$ cat config.mk
export PLATFORM = sky130hd
export DESIGN_NAME = pid_with_angle_wrap_core
export DESIGN_NICKNAME = d
export VERILOG_FILES = /design/src/hw/rtl/pidaw_pkg.sv /design/src/hw/rtl/pid_with_angle_wrap_core.sv
export SDC_FILE = /design/constraint.sdc
export NUM_CORES = 2
export LEC_CHECK = 0
export BUFFER_PORTS_ARGS = -buffer_cell sky130_fd_sc_hd__buf_2
export CAP_MARGIN = 5
export CELL_PAD_IN_SITES_DETAIL_PLACEMENT = 1
export CELL_PAD_IN_SITES_GLOBAL_PLACEMENT = 1
export CORE_ASPECT_RATIO = 1.1
export CORE_UTILIZATION = 40
export DETAILED_ROUTE_END_ITERATION = 6
export PLACE_DENSITY = 0.8
export SETUP_SLACK_MARGIN = 0.4
export SYNTH_ARGS = -nofsm -noshare
export SYNTH_HDL_FRONTEND = slang
export SYNTH_SLANG_ARGS = --single-unit
$ cat constraint.sdc
create_clock -name clock -period 6.7 [get_ports clock]
set_clock_uncertainty 0.2 [all_clocks]
set_input_delay 1.005 -clock clock [delete_from_list [all_inputs] [get_ports clock]]
set_output_delay 1.005 -clock clock [all_outputs]
set_load 0.01 [all_outputs]
$ cat src/hw/rtl/pidaw_pkg.sv
// Shared widths, register map and constants for the angle-wrapping PID core.
`default_nettype none

package pidaw_pkg;

   // Data path widths
   localparam int DATA_W   = 32;
   localparam int PERIOD_W = 31;
   localparam int MUL_B_W  = 32;
   localparam int CNT_W    = $clog2(MUL_B_W);

   // Default binary point position
   localparam int FRACTION_BITS_DEFAULT = 16;

   // pi with 32 fraction bits
   localparam logic [63:0] PI_Q32 = 64'd13493037705;

   // Register map: byte address is 4 * index
   localparam int CSR_ADDR_W = 5;
   localparam int CSR_IDX_W  = CSR_ADDR_W - 2;

   localparam logic [CSR_IDX_W-1:0] REG_PROP_GAIN  = 3'd0;
   localparam logic [CSR_IDX_W-1:0] REG_INT_GAIN   = 3'd1;
   localparam logic [CSR_IDX_W-1:0] REG_DER_GAIN   = 3'd2;
   localparam logic [CSR_IDX_W-1:0] REG_PERIOD     = 3'd3;
   localparam logic [CSR_IDX_W-1:0] REG_INV_PERIOD = 3'd4;
   localparam logic [CSR_IDX_W-1:0] REG_ANGLE_MODE = 3'd5;

   // Register reset values
   localparam logic [DATA_W-1:0]   PROP_GAIN_RST  = 32'd65536;
   localparam logic [DATA_W-1:0]   INT_GAIN_RST   = 32'd0;
   localparam logic [DATA_W-1:0]   DER_GAIN_RST   = 32'd0;
   localparam logic [PERIOD_W-1:0] PERIOD_RST     = 31'd655;
   localparam logic [PERIOD_W-1:0] INV_PERIOD_RST = 31'd6553600;

endpackage

`default_nettype wire

$ cat src/hw/rtl/pid_with_angle_wrap_core.sv
// Discrete PID controller with trapezoidal integral, angle wrap and saturation.
//
// Use: each req beat carries a measurement and a set point (signed fixed point
// with FRACTION_BITS fraction bits). The core forms the error, moves it by
// one turn toward minus pi to pi when angle_mode is set, updates the integral
// and the rate term and returns one rsp beat with the saturated drive and a
// flag that is set when any intermediate or the output was clipped.
// All five products go through one bit-serial shift-add multiplier that
// retires one multiplier bit per cycle. An item passes through error setup
// (wrap, then clip), then for each of the five products a load, the multiply
// and a post-process step, and last the result load; only then does the core
// return to idle and take the next item.
// req_stall is high while an item is in flight. The result register frees
// the input side: a new item is accepted while a finished result still waits.
// When rsp_stall holds a result, the next item stops before its result load
// until the register is free. Reset (synchronous, active high) restores the
// register defaults, clears the previous error and the integral and drops any
// pending result. Configuration is to be written through the APB-style port
// only while the core is idle; the core itself does not enforce this.
`default_nettype none

module pid_with_angle_wrap_core
   import pidaw_pkg::*;
#(
   parameter int FRACTION_BITS = FRACTION_BITS_DEFAULT
) (
   input  wire                         clock,
   input  wire                         reset,
   // input channel
   input  wire                         req_valid,
   output logic                        req_stall,
   input  wire  signed [DATA_W-1:0]    req_measured_value,
   input  wire  signed [DATA_W-1:0]    req_target_value,
   // result channel
   output logic                        rsp_valid,
   input  wire                         rsp_stall,
   output logic signed [DATA_W-1:0]    rsp_drive_value,
   output logic                        rsp_saturated_flag,
   // configuration port
   input  wire                         psel,
   input  wire                         penable,
   input  wire                         pwrite,
   input  wire         [CSR_ADDR_W-1:0] paddr,
   input  wire         [DATA_W-1:0]    pwdata,
   output logic        [DATA_W-1:0]    prdata,
   output logic                        pready
);

   // Widths of the serial data path
   localparam int WRAP_W = DATA_W + 2;
   localparam int A_W    = DATA_W + 1;
   localparam int PROD_W = A_W + 1 + MUL_B_W;
   localparam int CW     = PROD_W + 2;

   // pi and 2*pi rounded to the binary point
   localparam int          DROP       = DATA_W - FRACTION_BITS;
   localparam logic [63:0] HALF_LSB   = 64'd1 << (DROP - 1);
   localparam logic [63:0] PI_Q64     = (PI_Q32 + HALF_LSB) >> DROP;
   localparam logic [63:0] TWO_PI_Q64 = ((PI_Q32 << 1) + HALF_LSB) >> DROP;
   localparam logic signed [WRAP_W-1:0] PI_Q     = $signed(PI_Q64[WRAP_W-1:0]);
   localparam logic signed [WRAP_W-1:0] NEG_PI_Q = -PI_Q;
   localparam logic signed [WRAP_W-1:0] TWO_PI_Q = $signed(TWO_PI_Q64[WRAP_W-1:0]);

   localparam logic [CNT_W-1:0] CNT_LAST = CNT_W'(MUL_B_W - 1);

   localparam logic signed [DATA_W-1:0] SAT_MAX = {1'b0, {(DATA_W-1){1'b1}}};
   localparam logic signed [DATA_W-1:0] SAT_MIN = {1'b1, {(DATA_W-1){1'b0}}};

   // Sequencer states
   localparam logic [2:0] S_IDLE = 3'd0;
   localparam logic [2:0] S_WRAP = 3'd1;
   localparam logic [2:0] S_ERR  = 3'd2;
   localparam logic [2:0] S_LOAD = 3'd3;
   localparam logic [2:0] S_MUL  = 3'd4;
   localparam logic [2:0] S_POST = 3'd5;
   localparam logic [2:0] S_OUT  = 3'd6;

   // Product being formed
   localparam logic [2:0] OP_INT  = 3'd0;
   localparam logic [2:0] OP_RATE = 3'd1;
   localparam logic [2:0] OP_P    = 3'd2;
   localparam logic [2:0] OP_I    = 3'd3;
   localparam logic [2:0] OP_D    = 3'd4;

   // Configuration registers
   logic signed [DATA_W-1:0]   prop_gain_ff;
   logic signed [DATA_W-1:0]   int_gain_ff;
   logic signed [DATA_W-1:0]   der_gain_ff;
   logic        [PERIOD_W-1:0] period_ff;
   logic        [PERIOD_W-1:0] inv_period_ff;
   logic                       angle_mode_ff;

   // Sequencer and data registers
   logic [2:0]                 state_ff, state_in;
   logic [2:0]                 op_ff, op_in;
   logic signed [DATA_W:0]     diff_ff, diff_in;
   logic signed [WRAP_W-1:0]   wrap_ff, wrap_in;
   logic signed [DATA_W-1:0]   err_ff, err_in;
   logic signed [DATA_W-1:0]   prev_ff, prev_in;
   logic signed [DATA_W-1:0]   integ_ff, integ_in;
   logic signed [DATA_W-1:0]   rate_ff, rate_in;
   logic                       hit_ff, hit_in;
   logic signed [CW-1:0]       sum_ff, sum_in;

   // Serial multiplier registers
   logic signed [A_W-1:0]      mul_a_ff, mul_a_in;
   logic        [MUL_B_W-1:0]  mul_b_ff, mul_b_in;
   logic signed [A_W:0]        mul_hi_ff, mul_hi_in;
   logic        [MUL_B_W-1:0]  mul_lo_ff, mul_lo_in;
   logic        [CNT_W-1:0]    cnt_ff, cnt_in;

   // Result register
   logic                       rsp_valid_ff, rsp_valid_in;
   logic signed [DATA_W-1:0]   rsp_drive_ff, rsp_drive_in;
   logic                       rsp_flag_ff, rsp_flag_in;

   // Combinational helpers
   logic signed [A_W+1:0]      a_ext;
   logic signed [A_W+1:0]      addend;
   logic signed [A_W+1:0]      step_sum;
   logic signed [PROD_W-1:0]   prod;
   logic signed [PROD_W-1:0]   prod_q;
   logic signed [PROD_W-1:0]   prod_q1;
   logic signed [CW-1:0]       prod_q_ext;
   logic signed [CW-1:0]       prod_q1_ext;
   logic signed [CW-1:0]       clip_src;
   logic signed [DATA_W-1:0]   clip_val;
   logic                       clip_hit;
   logic                       csr_wr;
   logic [CSR_IDX_W-1:0]       csr_idx;
   logic                       rsp_free;

   // Configuration write and read
   assign csr_wr  = psel & penable & pwrite;
   assign csr_idx = paddr[CSR_ADDR_W-1:2];
   assign pready  = 1'b1;

   always_ff @(posedge clock) begin
      if (reset) begin
         prop_gain_ff  <= PROP_GAIN_RST;
         int_gain_ff   <= INT_GAIN_RST;
         der_gain_ff   <= DER_GAIN_RST;
         period_ff     <= PERIOD_RST;
         inv_period_ff <= INV_PERIOD_RST;
         angle_mode_ff <= 1'b0;
      end else if (csr_wr) begin
         unique case (csr_idx)
            REG_PROP_GAIN:  prop_gain_ff  <= pwdata;
            REG_INT_GAIN:   int_gain_ff   <= pwdata;
            REG_DER_GAIN:   der_gain_ff   <= pwdata;
            REG_PERIOD:     period_ff     <= pwdata[PERIOD_W-1:0];
            REG_INV_PERIOD: inv_period_ff <= pwdata[PERIOD_W-1:0];
            REG_ANGLE_MODE: angle_mode_ff <= pwdata[0];
            default: ;
         endcase
      end
   end

   always_comb begin
      unique case (csr_idx)
         REG_PROP_GAIN:  prdata = prop_gain_ff;
         REG_INT_GAIN:   prdata = int_gain_ff;
         REG_DER_GAIN:   prdata = der_gain_ff;
         REG_PERIOD:     prdata = {1'b0, period_ff};
         REG_INV_PERIOD: prdata = {1'b0, inv_period_ff};
         REG_ANGLE_MODE: prdata = {{(DATA_W-1){1'b0}}, angle_mode_ff};
         default:        prdata = '0;
      endcase
   end

   // Multiplier step: add one partial product, shift one bit into the low word
   assign a_ext    = {mul_a_ff[A_W-1], mul_a_ff[A_W-1], mul_a_ff};
   assign addend   = mul_b_ff[0] ? ((cnt_ff == CNT_LAST) ? -a_ext : a_ext) : '0;
   assign step_sum = {mul_hi_ff[A_W], mul_hi_ff} + addend;

   // Full product and its floored scalings
   assign prod        = {mul_hi_ff, mul_lo_ff};
   assign prod_q      = prod >>> FRACTION_BITS;
   assign prod_q1     = prod >>> (FRACTION_BITS + 1);
   assign prod_q_ext  = {{(CW-PROD_W){prod_q[PROD_W-1]}}, prod_q};
   assign prod_q1_ext = {{(CW-PROD_W){prod_q1[PROD_W-1]}}, prod_q1};

   // Shared saturation unit
   always_comb begin
      case (state_ff)
         S_ERR:  clip_src = {{(CW-WRAP_W){wrap_ff[WRAP_W-1]}}, wrap_ff};
         S_POST: begin
            if (op_ff == OP_INT) begin
               clip_src = {{(CW-DATA_W){integ_ff[DATA_W-1]}}, integ_ff} + prod_q1_ext;
            end else begin
               clip_src = prod_q_ext;
            end
         end
         S_OUT:  clip_src = sum_ff;
         default: clip_src = '0;
      endcase
   end

   assign clip_hit = !((&clip_src[CW-1:DATA_W-1]) || !(|clip_src[CW-1:DATA_W-1]));
   assign clip_val = clip_hit ? (clip_src[CW-1] ? SAT_MIN : SAT_MAX)
                              : clip_src[DATA_W-1:0];

   assign rsp_free  = !rsp_valid_ff || !rsp_stall;
   assign req_stall = (state_ff != S_IDLE);

   // Sequencer
   always_comb begin
      state_in     = state_ff;
      op_in        = op_ff;
      diff_in      = diff_ff;
      wrap_in      = wrap_ff;
      err_in       = err_ff;
      prev_in      = prev_ff;
      integ_in     = integ_ff;
      rate_in      = rate_ff;
      hit_in       = hit_ff;
      sum_in       = sum_ff;
      mul_a_in     = mul_a_ff;
      mul_b_in     = mul_b_ff;
      mul_hi_in    = mul_hi_ff;
      mul_lo_in    = mul_lo_ff;
      cnt_in       = cnt_ff;
      rsp_drive_in = rsp_drive_ff;
      rsp_flag_in  = rsp_flag_ff;
      // drop the result once it is taken
      rsp_valid_in = rsp_valid_ff && rsp_stall;

      unique case (state_ff)
         S_IDLE: begin
            if (req_valid) begin
               diff_in  = {req_target_value[DATA_W-1], req_target_value}
                        - {req_measured_value[DATA_W-1], req_measured_value};
               state_in = S_WRAP;
            end
         end
         S_WRAP: begin
            // fold the error back toward zero by one turn
            wrap_in = {diff_ff[DATA_W], diff_ff};
            if (angle_mode_ff) begin
               if ($signed({diff_ff[DATA_W], diff_ff}) > PI_Q) begin
                  wrap_in = {diff_ff[DATA_W], diff_ff} - TWO_PI_Q;
               end else if ($signed({diff_ff[DATA_W], diff_ff}) < NEG_PI_Q) begin
                  wrap_in = {diff_ff[DATA_W], diff_ff} + TWO_PI_Q;
               end
            end
            state_in = S_ERR;
         end
         S_ERR: begin
            err_in   = clip_val;
            hit_in   = clip_hit;
            op_in    = OP_INT;
            state_in = S_LOAD;
         end
         S_LOAD: begin
            case (op_ff)
               OP_INT: begin
                  mul_a_in = {err_ff[DATA_W-1], err_ff} + {prev_ff[DATA_W-1], prev_ff};
                  mul_b_in = {1'b0, period_ff};
               end
               OP_RATE: begin
                  mul_a_in = {err_ff[DATA_W-1], err_ff} - {prev_ff[DATA_W-1], prev_ff};
                  mul_b_in = {1'b0, inv_period_ff};
               end
               OP_P: begin
                  mul_a_in = {err_ff[DATA_W-1], err_ff};
                  mul_b_in = prop_gain_ff;
               end
               OP_I: begin
                  mul_a_in = {integ_ff[DATA_W-1], integ_ff};
                  mul_b_in = int_gain_ff;
               end
               default: begin
                  mul_a_in = {rate_ff[DATA_W-1], rate_ff};
                  mul_b_in = der_gain_ff;
               end
            endcase
            mul_hi_in = '0;
            mul_lo_in = '0;
            cnt_in    = '0;
            state_in  = S_MUL;
         end
         S_MUL: begin
            mul_hi_in = step_sum[A_W+1:1];
            mul_lo_in = {step_sum[0], mul_lo_ff[MUL_B_W-1:1]};
            mul_b_in  = {1'b0, mul_b_ff[MUL_B_W-1:1]};
            cnt_in    = cnt_ff + 1'b1;
            if (cnt_ff == CNT_LAST) begin
               state_in = S_POST;
            end
         end
         S_POST: begin
            case (op_ff)
               OP_INT: begin
                  integ_in = clip_val;
                  hit_in   = hit_ff | clip_hit;
               end
               OP_RATE: begin
                  rate_in = clip_val;
                  hit_in  = hit_ff | clip_hit;
               end
               OP_P:    sum_in = prod_q_ext;
               default: sum_in = sum_ff + prod_q_ext;
            endcase
            op_in    = op_ff + 1'b1;
            state_in = (op_ff == OP_D) ? S_OUT : S_LOAD;
         end
         S_OUT: begin
            // hold until the result register is free
            if (rsp_free) begin
               rsp_drive_in = clip_val;
               rsp_flag_in  = hit_ff | clip_hit;
               rsp_valid_in = 1'b1;
               prev_in      = err_ff;
               state_in     = S_IDLE;
            end
         end
         default: state_in = S_IDLE;
      endcase
   end

   // Control and state registers
   always_ff @(posedge clock) begin
      if (reset) begin
         state_ff     <= S_IDLE;
         op_ff        <= OP_INT;
         rsp_valid_ff <= 1'b0;
         prev_ff      <= '0;
         integ_ff     <= '0;
      end else begin
         state_ff     <= state_in;
         op_ff        <= op_in;
         rsp_valid_ff <= rsp_valid_in;
         prev_ff      <= prev_in;
         integ_ff     <= integ_in;
      end
   end

   // Payload registers
   always_ff @(posedge clock) begin
      diff_ff      <= diff_in;
      wrap_ff      <= wrap_in;
      err_ff       <= err_in;
      rate_ff      <= rate_in;
      hit_ff       <= hit_in;
      sum_ff       <= sum_in;
      mul_a_ff     <= mul_a_in;
      mul_b_ff     <= mul_b_in;
      mul_hi_ff    <= mul_hi_in;
      mul_lo_ff    <= mul_lo_in;
      cnt_ff       <= cnt_in;
      rsp_drive_ff <= rsp_drive_in;
      rsp_flag_ff  <= rsp_flag_in;
   end

   assign rsp_valid          = rsp_valid_ff;
   assign rsp_drive_value    = rsp_drive_ff;
   assign rsp_saturated_flag = rsp_flag_ff;

endmodule

`default_nettype wire
Yosys cells after proc, flatten, opt, wreduce, memory -nomap -nowiden
Index checks and enable logic that the tools add are counted.
{"block": "classes", "addsub": 11, "order_cmp": 2, "n_eq_ne": 20, "n_mux": 27, "bitwise": 4, "reduce_logical": 29}
{"cell": "case mux 68 bit (3 select lines)", "count": 1}
{"cell": "case mux 32 bit (6 select lines)", "count": 1}
{"cell": "case mux 68 bit (2 select lines)", "count": 1}
{"cell": "case mux 33 bit (4 select lines)", "count": 1}
{"cell": "case mux 32 bit (2 select lines)", "count": 2}
{"cell": "case mux 32 bit (4 select lines)", "count": 1}
{"cell": "two-way mux 34 bit", "count": 3}
{"cell": "two-way mux 35 bit", "count": 2}
{"cell": "adder 68 x 50 -> 68 bit", "count": 1}
{"cell": "two-way mux 68 bit", "count": 1}
{"cell": "case mux 34 bit (2 select lines)", "count": 1}
{"cell": "subtractor 32 x 32 -> 33 bit", "count": 2}
{"cell": "two-way mux 32 bit", "count": 2}
{"cell": "adder 32 x 49 -> 50 bit", "count": 1}
{"cell": "AND reduction 37 bit", "count": 1}
{"cell": "OR reduction 37 bit", "count": 1}
{"cell": "adder 35 bit", "count": 1}
{"cell": "negator 35 bit", "count": 1}
{"cell": "adder 33 x 20 -> 34 bit, second input constant", "count": 1}
{"cell": "subtractor 33 x 20 -> 34 bit, second input constant", "count": 1}
{"cell": "adder 32 x 32 -> 33 bit", "count": 1}
{"cell": "greater-than comparator 33 x 19 -> 1 bit, second input constant", "count": 1}
{"cell": "less-than comparator 33 x 19 -> 1 bit, second input constant", "count": 1}
{"cell": "AND reduction 2 bit", "count": 12}
{"cell": "other kinds (24)", "count": 52}
{"block": "totals", "register_bits": 599, "inputBits": 108, "out_inout_bits": 68, "elab_cells": 117}

Depth between registers and ports, before layout
{"block": "depth", "depth_word": 10, "depth_mapped": 24, "mapped_depth_nobuf": 22}

Worst setup path after synthesis
Ideal clock, no wire load.
{"block": "synth_timing", "path_type": "flip-flop to flip-flop", "startpoint": "register mul_a_ff[2]", "endpoint": "register mul_hi_ff[33], data pin", "setup_time_ns": 0.266, "arrival_ns": 4.775, "required_ns": 6.234, "slack_ns": 1.460, "path_stages_with_launch": 22, "n_path_buf": 0, "synth_period_minus_slack_ns": 5.240, "cell_sequence": "edfxtp_1 > nor3_1 > nand2b_1 > nor4_1 > nand2_1 > or3_1 > o21ai_0 > xnor2_1 > and2_1 > ha_1 > and3_1 > a221oi_1 > o21ai_0 > a22o_1 > o2111ai_1 > a31oi_1 > a2111oi_0 > nor2_1 > or4_1 > a31oi_1 > xnor2_1 > nor2_1"}
{"block": "synth_between", "elab_chain_len": 5}
{"item": "start, declared", "line": "pid_with_angle_wrap_core.sv:106", "source": "logic signed [A_W-1:0] mul_a_ff, mul_a_in;"}
{"item": "start signal, assigned", "line": "pid_with_angle_wrap_core.sv:346", "source": "mul_a_ff <= mul_a_in;"}
{"item": "negator 35 bit", "line": "pid_with_angle_wrap_core.sv:173", "source": "assign addend = mul_b_ff[0] ? ((cnt_ff == CNT_LAST) ? -a_ext : a_ext) : '0;"}
{"item": "two-way mux 35 bit (*) (2 in a row)", "line": "pid_with_angle_wrap_core.sv:173"}
{"item": "adder 35 bit (*)", "line": "pid_with_angle_wrap_core.sv:174", "source": "assign step_sum = {mul_hi_ff[A_W], mul_hi_ff} + addend;"}
{"item": "case mux 34 bit (2 select lines) (*)", "line": "pid_with_angle_wrap_core.sv:228", "source": "unique case (state_ff)"}
{"item": "end signal, assigned", "line": "pid_with_angle_wrap_core.sv:348", "source": "mul_hi_ff <= mul_hi_in;"}
{"item": "end, declared", "line": "pid_with_angle_wrap_core.sv:108", "source": "logic signed [A_W:0] mul_hi_ff, mul_hi_in;"}
Mark *: on every way between the ends. The rest lies on a longest branch, timed or not.
A chain may end at the register's enable or synchronous reset.

Worst setup path after layout
Same ends and word-level chain as after synthesis.

==> flow_summary_export.csv <==
group,metric,value,unit
run_status,outcome,"finished with violations",
run_status,violations,"DRC",
synthesis,synth_cells,4331,
setup_path,cp.depth,21,
sta,setup_viol_count_final,0,
routing,avgRoutedWirePerCell,22.2,um
synthesis,ys_async_sr_fraction,0,
floorplanning,initial_utilization,0.404,
synthesis,yosysTopAreaCell,"edfxtp_1",
place,io_buffer_count,172,
sta,max_freq,169,MHz
layout,mostFrequentLayoutCell,"nand2_1",
floorplanning,die_h,326,um
setup_path,path_buf_inv,0,
global_routing,grt_util_all_layers,0.258,
sta,finalHoldViolCount,0,
pwr,p_per_area,380,nW/um^2
floorplanning,rows,118,
clock_tree,clk_latency,0.65,ns
clock_tree,postCtsHoldBufs,0,
setup_path,path_delay_family,"simple AND/OR/NAND/NOR gates",
sta,fin_crit,5.92,ns
clock_tree,htreeDepth,3,
setup_path,path_class,"reg -> reg",
place,gp_congestion,0.901,
sta,rsz0062_at_grt,"false",
global_routing,grt_max_degree,113,
setup_path,end_kind,"flop",
routing,drc,2,
place,hpwlAfterDp,89900,um
clock_tree,cts-buffers-inserted,70,
layout,nets,4721,
synthesis,synth-warning-count,0,
pwr,p_leak,0.0158,uW
setup_path,reg2reg_depth,21,
setup_path,path_cells,"nor3_2, nand2b_1, nor4_2, nand2_1, or3_1, o21ai_0, xnor2_1, and2_1, ha_1, and3_1, a221oi_2, o21ai_0, a22o_1, o2111ai_1, a31oi_1, a2111oi_1, nor2_1, or4_1, a31oi_1, xnor2_1, nor2_1",
layout,fin_cells,5700,
sta,tightest_slew,1.13,ns
layout,final_cell_mix,"nand2_1, a21oi_1, edfxtp_1",
sta,drv_slew,0,
routing,ant_nets,0,
global_routing,antenna_found_initial,9,
layout,n_fill_cell,11165,
pwr,peakVddDrop,0.222,mV
hold_path,hold_depth,2,
synthesis,synthFlopType,"edfxtp_1",
clock_tree,clock_sinks,583,
routing,first_iter_violations,2610,
flow_run,cap_violations,0,
routing,vias_per_cell,5.99,
synthesis,synth_xor_area_frac,0.0632,
synthesis,syn_area,38100,um^2
setup_path,slowest_stage,"or3_1",
sta,slew_headroom,0.242,
sta,setup_tns,0,ns
routing,vias,34141,
synthesis,synth.avg_cell_area,8.80,um^2
synthesis,synth_fa_ha_area_frac,0.0765,
synthesis,synth_top_area_share,0.278,
setup_path,arrival,6.07,ns
synthesis,ys_ff_latch,583,
global_routing,grt_pass1_wl,196000,um
pwr,total_power,16100,uW
layout,drive_gt1_frac,0.0883,
synthesis,synth_compound_area_frac,0.227,
synthesis,synth_area_leaders,"edfxtp_1, dfxtp_1, ha_1",
clock_tree,root_buffer,"clkbuf_16",
routing,wirelength,126000,um
clock_tree,clk_pin_slew,0.06,ns
hold_path,min_path_type,"reg -> reg",
global_routing,grt_pass1_vias,34995,
global_routing,grt_overflow_total,0,
synthesis,yosys.cell_types.count,90,
layout,areaGrowthSynthToFinish,11.4,%
sta,fin_crit_sh,0.884,
synthesis,synth_nets,4669,
floorplanning,core_area,94200,um^2
synthesis,synth_edf_count,353,
setup_path,critical_path_required,6.84,ns
floorplanning,die_x,296,um
setup_path,crit_path_start_kind,"flop",
synthesis,yosysSeqAreaShare,0.399,
floorplanning,design.portCount,176,
clock_tree,cts_tree,"yes",
place,post-place-cells,5570,
synthesis,muxShareOfSynthArea,0.0229,
routing,first_pass_iters,7,
setup_path,worst_path_largest_cell_delay,0.49,ns
synthesis,synth-simple-area-share,0.172,
setup_path,cp_max_fo,5,
synthesis,synth_top_family_by_area,"compound AO/OA/AOI/OAI gates",
clock_tree,clock_path_buffers,3,
floorplanning,die_area,96500,um^2
[metrics by stage]
| step | hold WS (ns) | util | cell area (um^2) | setup slack, ns |
|---|---|---|---|---|
| 3_5_place_dp | 0.265 | 0.426 | 40100 | 0.604 |
| 2_1_floorplan | 0.246 | - | 38100 | 1.46 |
| 4_1_cts | 0.271 | 0.450 | 42400 | 0.536 |
| 3_3_place_gp | 0.254 | 0.426 | 40100 | 0.772 |
| 5_1_grt | 0.293 | 0.451 | 42400 | 0.393 |
| 6_report | 0.271 | 0.451 | 42400 | 0.779 |
[worst paths after layout]
check                   start          endpoint  slack (ns)
max reg2reg       mul_a_ff[2]     mul_hi_ff[33]        0.78
min          prop_gain_ff[22]  prop_gain_ff[22]        0.27
min reg2reg  prop_gain_ff[22]  prop_gain_ff[22]        0.27
max               mul_a_ff[2]     mul_hi_ff[33]        0.78
[kinds of logic after synthesis]
kind of cell    count (synthesis)
compound gates               1358
mux                            68
flops                         583
simple gates                 1428
buf+inv                       388
fa+ha+maj                     230
xor+xnor                      275
other cells                     1
[cells in the mapped netlist, drive strengths merged, types with 36 or more instances]
master / number
nor3: 65
a21oi: 526
xor2: 101
clkbuf: 215
nor2: 305
nand3b: 46
a22o: 43
o311ai: 36
inv: 141
a21o: 111
a31oi: 65
dfxtp: 230
edfxtp: 353
ha: 225
xnor2: 174
mux2i: 51
nand4: 38
nand3: 47
a221oi: 49
and2: 67
nand2b: 47
o21ai: 238
nor2b: 53
nand2: 645
[tightest hold or removal path, delay by kind of cell, from the launching register on]
family	cells	cell delay (ns)
flip-flops	1	0.32
AO/OA/AOI/OAI	1	0.05
AND/OR/NAND/NOR	1	0.05
[flip-flops by register name, summed over array words and instances (netlist names), 32 cells and up]
| name | count |
|---|---|
| mul_hi_ff | 34 |
| integ_ff | 32 |
| int_gain_ff | 32 |
| err_ff | 32 |
| der_gain_ff | 32 |
| prop_gain_ff | 32 |
| rate_ff | 32 |
| rsp_drive_value | 32 |
| wrap_ff | 34 |
| prev_ff | 32 |
| diff_ff | 33 |
| mul_b_ff | 32 |
| mul_a_ff | 33 |
| sum_ff | 68 |
[power by group]
group / switching, uW / total (uW) / internal [uW]
clock: 1640 / 3860 / 2220
combinational: 4360 / 6890 / 2540
sequential: 527 / 5380 / 4850
[area by class of cell]
cell class                      instances  area [um^2]  area share
Sequential cell                       583        15200       0.358
Multi-Input combinational cell       3360        21500       0.507
Inverter                              141          529      0.0125
Antenna cell                            1         2.50   0.0000590
Clock buffer                          100         1910      0.0451
Clock inverter                         28          390     0.00920
Timing Repair Buffer                  227         1320      0.0312
Tap cell                             1260         1580      0.0371
[metal layers]
layer  vias to the layer above  part of all wire  wire length, um  track usage
met5                         -           0.00074               94            0
met4                        14             0.032             4060       0.0912
met3                       258             0.060             7590       0.0388
met2                      1053              0.49            62200        0.448
met1                     16865              0.42            52500        0.321
li1                      15951                 -                -            -
[repair_timing]
action,4_1_cts,5_1_grt
setup endpoints to repair,0,1
resized for setup,0,4
hold endpoints to repair,0,0
buffers inserted,0,0
Note: power is estimated with default switching activity, not from simulation.
